### config.mk
export PLATFORM = sky130hd
export DESIGN_NAME = tlbwpr_cmp
export DESIGN_NICKNAME = d
export VERILOG_FILES = /design/src/sv/tlb_write_probe_read_macros.svh /design/src/sv/tlbwpr_pkg.sv /design/src/sv/tlbwpr_cmp.sv
export SDC_FILE = /design/constraint.sdc
export NUM_CORES = 1
export LEC_CHECK = 0
export BUFFER_PORTS_ARGS = -buffer_cell sky130_fd_sc_hd__buf_4
export CORE_AREA = 2 2 62 64
export DETAILED_ROUTE_END_ITERATION = 10
export DIE_AREA = 0 0 64 66
export PLACE_DENSITY = 0.61
export SLEW_MARGIN = 40
export SYNTH_ARGS = -nofsm -noshare
export SYNTH_HDL_FRONTEND = slang
export SYNTH_SLANG_ARGS = --single-unit
### constraint.sdc
create_clock -name vclk -period 1.65
set_input_delay 0.165 -clock vclk [all_inputs]
set_output_delay 0.165 -clock vclk [all_outputs]
set_load 0.01 [all_outputs]
### src/sv/tlb_write_probe_read_macros.svh
// Assertion macros shared by the TLB store RTL.
// Define ASSERT_OFF to compile the macros to nothing.
`ifndef TLB_WRITE_PROBE_READ_MACROS_SVH
`define TLB_WRITE_PROBE_READ_MACROS_SVH

`ifndef ASSERT_OFF
`define TWPR_ASSERT_IMP(lbl, clk, rstn, ante, cons) \
    lbl: assert property (@(posedge clk) disable iff (!(rstn)) (ante) |-> (cons)) \
        else $error("assertion failed");
`define TWPR_ASSERT_NXT(lbl, clk, rstn, ante, cons) \
    lbl: assert property (@(posedge clk) disable iff (!(rstn)) (ante) |=> (cons)) \
        else $error("assertion failed");
`else
`define TWPR_ASSERT_IMP(lbl, clk, rstn, ante, cons)
`define TWPR_ASSERT_NXT(lbl, clk, rstn, ante, cons)
`endif

`endif

### src/sv/tlbwpr_pkg.sv
// Types, constants and codes of the joint TLB store.
// No dependencies; every other RTL file imports this package.
package tlbwpr_pkg;

    localparam int ENTRIES = 48;
    localparam int IDX_W   = (ENTRIES > 1) ? $clog2(ENTRIES) : 1;

    localparam logic [1:0] OP_WRITE = 2'd0;
    localparam logic [1:0] OP_PROBE = 2'd1;
    localparam logic [1:0] OP_READ  = 2'd2;

    localparam logic [31:0] MISS_WORD   = 32'h8000_0000;
    localparam logic [31:0] HI_RSV_MASK = 32'h0000_1f00;

    typedef logic [IDX_W-1:0] t_idx;

    typedef struct packed {
        logic [31:0] page_mask;
        logic [31:0] entry_hi;
        logic [31:0] entry_lo0;
        logic [31:0] entry_lo1;
    } t_entry;

    typedef struct packed {
        logic   we;
        t_idx   addr;
        t_entry wdata;
    } t_store_req;

    typedef enum logic [1:0] {
        S_IDLE,
        S_READ,
        S_PROBE
    } t_state;

endpackage

### src/sv/tlbwpr_cmp.sv
// Probe compare unit: tests one stored entry against the probe key.
// Depends on tlbwpr_pkg.
module tlbwpr_cmp
    import tlbwpr_pkg::*;
(
    input  t_entry      i_entry,
    input  logic [31:0] i_key,
    output logic        o_hit
);

    logic [18:0] mask;
    logic        vpn_eq;
    logic        is_global;
    logic        asid_eq;

    always_comb begin
        mask      = {7'd0, i_entry.page_mask[24:13]};
        vpn_eq    = ((i_entry.entry_hi[31:13] & ~mask) == (i_key[31:13] & ~mask));
        is_global = i_entry.entry_lo0[0] & i_entry.entry_lo1[0];
        asid_eq   = (i_entry.entry_hi[7:0] == i_key[7:0]);
        o_hit     = vpn_eq && (is_global || asid_eq);
    end

endmodule
==> results.tsv <==
stage	metric	value	unit
worst_setup_path	critPathKind	input pin to primary output	
grt	use_met1	7.62	%
routing	vias	570	
power_and_ir_drop	leakagePower	0.460	nW
grt	grt_pass1_wl	2190	um
die	die_area	4220	um^2
power_and_ir_drop	vdd_drop_max	0.0000670	V
die	ios	161	
timing	tns	0	ps
final_layout	final_cells	157	
place	numPortBuffers	69	
worst_setup_path	slowest_delay	350	ps
grt	grt_pass1_vias	584	
worst_setup_path	path_buf_inv	2	
final_layout	final-seq-area	0	um^2
routing	drc	0	
worst_setup_path	cpMaxStageDelayCell	nor4_1	
worst_setup_path	arrival	1390	ps
grt	grt_use_total	6.44	%
final_layout	seq_cells	0	
final_layout	fin_nets	271	
power_and_ir_drop	finalPower	224	uW
final_layout	nClkBuffers	0	
place	dp.cells	157	
final_layout	syn2layout_area_growth	187	%
grt	antenna_found_initial	0	
worst_setup_path	worstSetupStartpointType	input pin	
synth	ys_top_cells_by_area	xnor2_1 40%, xor2_1 32%, o22ai_1 7.5%	
synth	synth_seq_area_share	0	%
grt	met3_usage	1.87	%
die	core-area	3550	um^2
grt	grt-busiest-layer	met2	
final_layout	final_util	26.8	%
timing	slew_viol_final	0	
routing	drt_iter0_markers	0	
synth	yosys_warnings	0	
die	die_x	64	um
timing	slew_headroom	77.3	%
final_layout	drive_gt1_share	68.8	%
timing	setup_viol	0	
place	gp_congestion	0.643	
grt	overflow	0	
clock_network	cts-hold-fix-buffers	0	
timing	whs	772	ps
final_layout	multi_input_area	374	um^2
timing	period_minus_slack	1560	ps
routing	avgViaCountPerCell	3.63	
final_layout	fillers	379	
synth	syn-cell-area	332	um^2
synth	yosysMostFrequentCell	xnor2_1	
synth	synth_area_per_cell	8.29	um^2
status	status	finished clean	
die	num_rows	22	
worst_setup_path	crit_top_cell	buf_4	
synth	syn_inst	40	
routing	ant_nets	0	
synth	synth_top_area_share	39.6	%
synth	netlist-cell-type-count	10	
routing	wl_per_cell	10.2	um
power_and_ir_drop	p_per_area	236	nW/um^2
die	fp.dieH	66	um
timing	rsz0062_at_grt	no	
worst_setup_path	worstSetupEndpointType	primary output	
routing	drt-total-wl	1610	um
worst_setup_path	path_depth	6	
routing	first_pass_iters	1	
timing	worstMarginPinSlew	340	ps
timing	final_hold_viol_count	0	
die	start_util	9.34	%
timing	fmax	0.642	GHz
worst_setup_path	required	1480	ps
grt	grt_max_degree	2	
run	maxCapViolations	0	
timing	min_period_over_period	94.4	%
synth	synth_commonest_cells	15 x xnor2_1, 12 x xor2_1, 4 x o22ai_1	
hold_path	min_path_cells	5	
worst_setup_path	crit_family	simple AND/OR/NAND/NOR gates	
synth	synth_fp_nets	200	
synth	synth_top_area_cell	xnor2_1	
hold_path	hp-class	input pin to primary output	
worst_setup_path	worstPathCellList	buf_4 -> xor2_1 -> nor4_1 -> a22oi_1 -> nor4_4 -> buf_4	
final_layout	diodes	0	
worst_setup_path	crit_path_max_fanout	1	
place	dp_hpwl	1520	um
grt	met2_usage	12.1	%
## power breakdown
part	internal [mW]	leakage [nW]	switching, mW
registers	0	0	0
clock network	0	0	0
logic	0.157	0.460	0.0676
## through the flow
step	instance area [um^2]	worst slack [ps]
global placement	910	-98.0
global route	952	24.9
CTS	937	6.86
finish	952	92.4
floorplan	332	230
detailed placement	910	-119
## cell families after synthesis
| family | after synthesis | synth area share [%] |
|---|---|---|
| AOI/OAI and AO/OA | 7 | 15.1 |
| xor gates and xnor gates | 27 | 71.3 |
| and+or+nand+nor | 6 | 13.6 |
## path summary, 6_finish.rpt
path	from	endpoint	slack [ps]
max	i_key[2]	o_hit	90
min	i_entry[90]	o_hit	770
## timing repair
action	CTS	global route
resized for setup	4	2
setup endpoints to repair	1	1
buffers inserted	0	0
pin swaps	2	1
## routing by layer
layer	part of all wire, %	routed length [um]	vias to the layer above
met3	17	273	0
met5	0	0	-
met1	38	603	225
met2	45	731	60
li1	-	-	285
met4	0	0	0
## cell type report
| class | instances | area share (%) |
|---|---|---|
| Timing Repair Buffer | 69 | 54.4 |
| Multi-Input combinational cell | 40 | 39.3 |
| Tap cell | 48 | 6.31 |
## cells in the final DEF (no fill, tap or decap)
cell	instances
o22a_1	1
xnor2_2	4
o22ai_1	4
nor4_1	3
xor2_1	12
o221ai_1	1
nand4_1	1
or4_4	1
nor4_4	1
buf_4	69
xnor2_1	11
a22oi_1	1
(Power assumes the default switching activity.)
